<file path="src/design/soa_pkg.sv">
// Shared types and constants for the slab object allocator.
package soa_pkg;

  localparam int NumSlabs  = 16;
  localparam int MaxObjs   = 512;
  localparam int MaxOrder  = 10;
  localparam int SlabW     = 4;
  localparam int LinkW     = 5;
  localparam int ObjW      = 9;
  localparam int CntW      = 10;
  localparam int SizeW     = 22;
  localparam int OrderW    = 4;
  localparam int StackAw   = SlabW + ObjW;

  localparam logic [LinkW-1:0] Nil = LinkW'(NumSlabs);

  typedef enum logic [1:0] {
    KIND_ALLOC   = 2'd0,
    KIND_FREE    = 2'd1,
    KIND_SHRINK  = 2'd2,
    KIND_RELEASE = 2'd3
  } kind_t;

  typedef enum logic [1:0] {
    CL_UNUSED  = 2'd0,
    CL_EMPTY   = 2'd1,
    CL_PARTIAL = 2'd2,
    CL_FULL    = 2'd3
  } class_t;

  typedef enum logic [1:0] {
    ST_OK      = 2'd0,
    ST_NO_SLAB = 2'd1,
    ST_BAD     = 2'd2
  } status_t;

  // Derived geometry from the size register, handed to the core.
  typedef struct packed {
    logic [OrderW-1:0] order;
    logic [CntW-1:0]   objs;
    logic              valid;
  } geom_t;

endpackage

</file>
<file path="src/design/soa_geom.sv">
// Derives slab order and objects per slab with an iterative order search and divider.
module soa_geom (
  input  logic                        clk,
  input  logic                        rst,
  input  logic                        cfg_we,
  input  logic [soa_pkg::SizeW-1:0]   cfg_data,
  output logic [soa_pkg::SizeW-1:0]   obj_size,
  output soa_pkg::geom_t              geom
);

  typedef enum logic [2:0] {
    G_ORDER = 3'b001,
    G_DIV   = 3'b010,
    G_DONE  = 3'b100
  } gstate_t;

  localparam int DivW = 23;  // size + 8
  localparam int NumW = 23;  // 4096<<10 - 32 fits in 23 bits
  localparam int NeedW = 32;
  localparam int OrderW_L = soa_pkg::OrderW;

  gstate_t                    state;
  logic [OrderW_L-1:0]        ord;
  logic [DivW-1:0]            divisor;
  logic [NeedW-1:0]           need;
  logic [NumW-1:0]            rem;
  logic [NumW-1:0]            quo;
  logic [4:0]                 bitn;
  logic [NumW:0]              trial;
  logic [NeedW-1:0]           slab_bytes;

  assign slab_bytes = NeedW'(32'd4096) << ord;
  assign trial = {rem[NumW-2:0], quo[NumW-1]} - {1'b0, divisor};

  always_ff @(posedge clk) begin
    if (rst || cfg_we) begin
      obj_size   <= rst ? soa_pkg::SizeW'(64) : cfg_data;
      state      <= G_ORDER;
      ord        <= '0;
      geom.valid <= 1'b0;
    end else begin
      case (state)
        G_ORDER: begin
          // advance the order one step a cycle
          if (ord < OrderW_L'(soa_pkg::MaxOrder) && slab_bytes <= need) begin
            ord <= ord + 1'b1;
          end else begin
            quo   <= NumW'(slab_bytes - 32'd32);
            rem   <= '0;
            bitn  <= 5'(NumW);
            state <= G_DIV;
          end
        end
        G_DIV: begin
          // restoring division, one quotient bit a cycle
          if (!trial[NumW]) begin
            rem <= trial[NumW-1:0];
            quo <= {quo[NumW-2:0], 1'b1};
          end else begin
            rem <= {rem[NumW-2:0], quo[NumW-1]};
            quo <= {quo[NumW-2:0], 1'b0};
          end
          bitn <= bitn - 1'b1;
          if (bitn == 5'd1) state <= G_DONE;
        end
        G_DONE: begin
          if (!geom.valid) begin
            geom.valid <= 1'b1;
            geom.order <= ord;
            geom.objs  <= (quo > NumW'(soa_pkg::MaxObjs)) ? soa_pkg::CntW'(soa_pkg::MaxObjs)
                                                         : soa_pkg::CntW'(quo);
          end
        end
        default: state <= G_ORDER;
      endcase
    end
  end

  assign divisor = DivW'(obj_size) + DivW'(8);
  assign need    = (NeedW'(divisor) << 8) + NeedW'(32);

  a_div_in_range: assert property (@(posedge clk) disable iff (rst)
    state == G_DIV |-> bitn != 5'd0) else $error("divider bit count underflow");
  a_order_cap: assert property (@(posedge clk) disable iff (rst)
    ord <= OrderW_L'(soa_pkg::MaxOrder)) else $error("order above cap");
  a_valid_done: assert property (@(posedge clk) disable iff (rst)
    geom.valid |-> state == G_DONE) else $error("geometry valid outside done");

endmodule

</file>
<file path="config.mk">
export PLATFORM = sky130hd
export DESIGN_NAME = soa_geom
export DESIGN_NICKNAME = d
export VERILOG_FILES = /design/src/design/soa_pkg.sv /design/src/design/soa_geom.sv
export SDC_FILE = /design/constraint.sdc
export NUM_CORES = 1
export LEC_CHECK = 0
export ABC_AREA = 1
export BUFFER_PORTS_ARGS = -buffer_cell sky130_fd_sc_hd__buf_2
export CAP_MARGIN = 20
export CORE_MARGIN = 2
export CORE_UTILIZATION = 30
export DETAILED_ROUTE_END_ITERATION = 7
export PLACE_DENSITY = 0.52
export SLEW_MARGIN = 10
export SYNTH_ARGS = -nofsm -noshare
export SYNTH_HDL_FRONTEND = slang
export SYNTH_SLANG_ARGS = --single-unit
</file>
<file path="constraint.sdc">
create_clock -name clk -period 8.6 [get_ports clk]
set_input_delay 1.29 -clock clk [delete_from_list [all_inputs] [get_ports clk]]
set_output_delay 1.29 -clock clk [all_outputs]
set_load 0.05 [all_outputs]
</file>
Word level (Yosys, flattened, before mapping)
Cells that the tools add are included.

Bitwise logic cells: 3. Shifts and indexed selects: 1. Multiplexer cells: 11. Magnitude comparators: 3. Equal/unequal tests: 6. Add/subtract/negate cells: 6. Reduce and logical (&&, ||, !) cells: 7.

Operators with widths (count): case mux 23 bit (2 select lines) (1); 2-to-1 mux 22 bit (2); case mux 22 bit (2 select lines) (1); adder 31 x 6 -> 32 bit, second input constant (1); <= comparator 32 bit (1); << shifter 13 x 4 -> 32 bit, first input constant (1); subtractor 23 x 23 -> 24 bit (1); adder 22 x 4 -> 23 bit, second input constant (1); greater-than comparator 23 x 10 -> 1 bit, second input constant (1); 2-to-1 mux 23 bit (1); subtractor 23 x 6 -> 23 bit, second input constant (1); case mux 5 bit (2 select lines) (1); case mux 3 bit (3 select lines) (1); AND reduction 3 bit (3); 2-to-1 mux 3 bit (2); equality test 5 x 1 -> 1 bit, second input constant (1); 2-to-1 mux 5 bit (1); subtractor 5 x 1 -> 5 bit, second input constant (1); adder 4 x 1 -> 4 bit, second input constant (1); less-than comparator 4 bit, second input constant (1); != test 2 bit, second input constant (2); equality test 3 x 1 -> 1 bit, second input constant (1); equality test 3 x 2 -> 1 bit, second input constant (1); equality test 3 bit, second input constant (1); other kinds (6) (8).

Logic and storage cells: 46. Register bits: 94. Output and inout bits: 37.

Longest topological paths before layout
Depth in word-level cells: 6. Mapped depth: 21. Depth with buffers taken out: 20.

Worst setup path before layout
No wires, ideal clock.

Kind: reg-to-reg. Start point: reg obj_size[3] (netlist bit). End point: reg bitn[0] (enable). Slack: 4.097 ns. Stages on the path, launching flop included: 19. Clock period less this slack: 4.503 ns. Arrival: 4.098 ns. Data required time: 8.196 ns. Path buffers: 0. Path through: edfxtp_1 -> ha_1 -> nand3_1 -> nor2_1 -> nand4_2 -> nor3_1 -> nand3_1 -> inv_1 -> nand2_1 -> xor2_1 -> ha_1 -> nand2_1 -> o21ai_0 -> nand4_1 -> nand4_2 -> nand2_1 -> inv_1 -> nand2_1 -> inv_1.

Longest elaborated chain between the ends: 6.

RTL lines: start, declared (RTL line soa_geom.sv:7) `output logic [soa_pkg::SizeW-1:0] obj_size,`; start signal, assigned (RTL line soa_geom.sv:37) `obj_size <= rst ? soa_pkg::SizeW'(64) : cfg_data;`; adder 22 x 4 -> 23 bit (RTL line soa_geom.sv:79) `assign divisor = DivW'(obj_size) + DivW'(8);`; adder 31 x 6 -> 32 bit (RTL line soa_geom.sv:80) `assign need = (NeedW'(divisor) << 8) + NeedW'(32);`; <= comparator 32 bit (RTL line soa_geom.sv:45) `if (ord < OrderW_L'(soa_pkg::MaxOrder) && slab_bytes <= need) begin`; logical AND 1 bit (RTL line soa_geom.sv:45); != test 2 bit (no source line); AND reduction 3 bit (no source line); end signal, assigned (RTL line soa_geom.sv:50) `bitn <= 5'(NumW);`; end signal, assigned (RTL line soa_geom.sv:63) `bitn <= bitn - 1'b1;`; end, declared (RTL line soa_geom.sv:28) `logic [4:0] bitn;`.

No other way between the ends. A chain may end at the register's enable or synchronous reset.

Final worst setup path
Start point: reg obj_size[3] (netlist bit). End point: reg rem[9] (data pin).

Longest elaborated chain between the ends: 4.

RTL lines: adder 22 x 4 -> 23 bit (RTL line soa_geom.sv:79); subtractor 23 x 23 -> 24 bit (RTL line soa_geom.sv:33) `assign trial = {rem[NumW-2:0], quo[NumW-1]} - {1'b0, divisor};`; 2-to-1 mux 22 bit (RTL line soa_geom.sv:56) `if (!trial[NumW]) begin`; case mux 22 bit (2 select lines) (RTL line soa_geom.sv:42) `case (state)`; end signal, assigned (RTL line soa_geom.sv:57) `rem <= trial[NumW-1:0];`; end signal, assigned (RTL line soa_geom.sv:60) `rem <= {rem[NumW-2:0], quo[NumW-1]};`; end, declared (RTL line soa_geom.sv:26) `logic [NumW-1:0] rem;`.

No other way between the ends.

==> impl_metrics.ini <==
[setup_path]
cp-start-kind = register
r2r_cells = 16
required_ns = 8.69
crit_type = register to register
cp.arrival_ns = 4.23
critPathLaunch = obj_size[3]
crit_fanout = 41
r2r_start = obj_size[3]
endpoint_kind = register

[clocking]
clk_latency_ns = 0.36
cts.clk_slew.worst_paths_ns = 0.07
cts_buffers = 9
post-cts-setup-buffer-count = 0
cts_sinks = 94
cts_hold_buf = 0
root_buffer = clkbuf_16
htreeDepth = 3
cts_tree = done
cts_buffer_depth = 2
cts_resized = 0

[sta]
skew_ns = 0.00870
rsz0062_at_grt = no
finalSetupViolations = 0
timing.final.crit_share = 0.482
finalCriticalPeriod_ns = 4.15
slew_viol_final = 0
slew_headroom = 0.500
whs_ns = 0.509
fin_setup_tns_ns = 0
worstMarginPinSlew_ns = 0.744
hold_viol = 0
setup_slack_ns = 4.45
fmax_mhz = 241

[floorplan]
die_area_sq_um = 22800
die_w_um = 151
die_h_um = 151
rows = 53
io_pins = 62
core_area_sq_um = 21100
initial_core_util = 0.307

[grt]
grt_pass1_vias = 5007
gr-total-overflow = 0
grt_max_degree = 51
grt_pass1_wl_um = 25300
antenna_found_initial = 0
grt_usage = 0.142

[yosys]
post_synth_instance_area_sq_um = 6480
synth_edf_count = 86
syn_avg_cell_area_sq_um = 7.83
ys_ff_latch = 94
synthArstFlopShare = 0
synth_area_leaders = edfxtp_1 (40%), nand2_1 (11%), ha_1 (7.7%)
synth_nets = 894
synth.top_cell.area_share = 0.399
synth_top_area_cell = edfxtp_1
netlist_instances = 828
seq_area_frac_synth = 0.423
yosysWarnings = 0
synth_flop_cell = edfxtp_1
synth.distinct_cells = 41

[route]
wirelength_um = 15400
drtIter0Drc = 378
drc = 0
drt-pass1-iter-count = 5
via_per_inst = 4.53
ant_nets = 0
via_count = 5307
route.detailed.wl_per_inst_um = 13.2

[layout]
synthToLayoutAreaGrowth_pct = 14.2
fin_nets = 957
final_common_cell = nand2_1
diodes = 0
fillCellCount = 2271
multiInputGateArea_sq_um = 3190
register_area_sq_um = 2740
layout-drive-gt1-share = 0.126
layout_common_cells = nand2_1 (188), nor2_1 (129), inv_1 (123)
fin_area_sq_um = 7400

[place]
dp_slack_ns = 4.32
io_buffer_count = 61
gp_congestion = 0.852
hpwlAfterDp_um = 12000
placed_area_sq_um = 7070

[power]
peakVddDrop_mv = 0.113
pwr_density_cell_nw_per_um2 = 149
leakagePower_nw = 3.35

[hold_path]
worstHoldPathCells = 2
hp-start = geom[0]
hold_path.class = register to register

[flow_run]
drv_cap = 0

[run_status]
status = complete, no violations
## logic make-up (layout without fill, tap and decap cells)
group / Yosys count / count (layout) / synth area share
simple gates: 454 / 454 / 0.310
flops: 94 / 94 / 0.423
buf+inv: 139 / 207 / 0.0859
compound gates: 70 / 70 / 0.0604
fa+ha+maj: 41 / 41 / 0.0803
xor+xnor: 30 / 30 / 0.0405
## power by group
part	total, mW	internal (mW)	switching [mW]	leakage [nW]
combinational	0.175	0.0522	0.123	2.29
clock	0.405	0.206	0.199	0.144
sequential	0.520	0.506	0.0138	0.916
total	1.10	0.764	0.336	3.35
## critical path, stage by stage (launching register included)
cell and delay (ns):
edfxtp_1 0.55, ha_1 0.29, nand3_1 0.18, nor2_1 0.20, nand4_2 0.18, nor3_1 0.17, nand3_1 0.09, inv_1 0.07
nand2_1 0.06, xor2_1 0.21, ha_1 0.33, nand4_1 0.13, nor2_1 0.06, a211oi_1 0.51, nand3_4 0.51, o21ai_1 0.28
nor2_1 0.06
## final timing paths
kind	to	slack [ns]
worst max-delay path	rem[9]	4.45
worst min-delay path	geom[0]	0.51
worst min register to register	geom[0]	0.51
worst max register to register	rem[9]	4.45
## metrics by stage
| stage | total power, mW | instances | utilization |
|---|---|---|---|
| 4_1_cts | 1.11 | 1169 | 0.350 |
| 5_1_grt | 1.15 | 1171 | 0.351 |
| 2_1_floorplan | 0.661 | 828 | - |
| 3_5_place_dp | 0.706 | 1153 | 0.335 |
| 6_report | 1.10 | 1171 | 0.351 |
| 3_3_place_gp | 0.705 | 1153 | 0.335 |
## routing by layer
layer  track usage  routed length [um]  up-vias
met1         0.200                7670     2359
met4        0.0523                 378        0
met3        0.0202                 651       18
met5             0                   0        -
met2         0.223                6740      102
li1              -                   -     2828
## synth_stat cells, types with 7 or more instances
| cell type | number |
|---|---|
| nor3_1 | 22 |
| o21ai_1 | 7 |
| ha_1 | 40 |
| nand4_1 | 16 |
| o21bai_1 | 8 |
| nor2_1 | 129 |
| nand3_1 | 57 |
| inv_1 | 124 |
| a21oi_1 | 25 |
| edfxtp_1 | 86 |
| nand2_2 | 13 |
| dfxtp_1 | 8 |
| o21ai_0 | 20 |
| xor2_1 | 24 |
| nand2_1 | 188 |
## area by class of cell
type | instances | share of cell area
tap | 275 | 0.0465
multi-input combinational | 595 | 0.431
clock inverter | 7 | 0.0105
sequential | 94 | 0.371
timing repair buffer | 65 | 0.0470
inverter | 126 | 0.0639
clock buffer | 9 | 0.0304
## state kept, by name, summed over array words and instances, names as in the netlist
name	flops
bitn	5
ord	4
rem	22
geom	15
obj_size	22
state	3
quo	23
No activity file was read; power rests on OpenSTA's default activity.
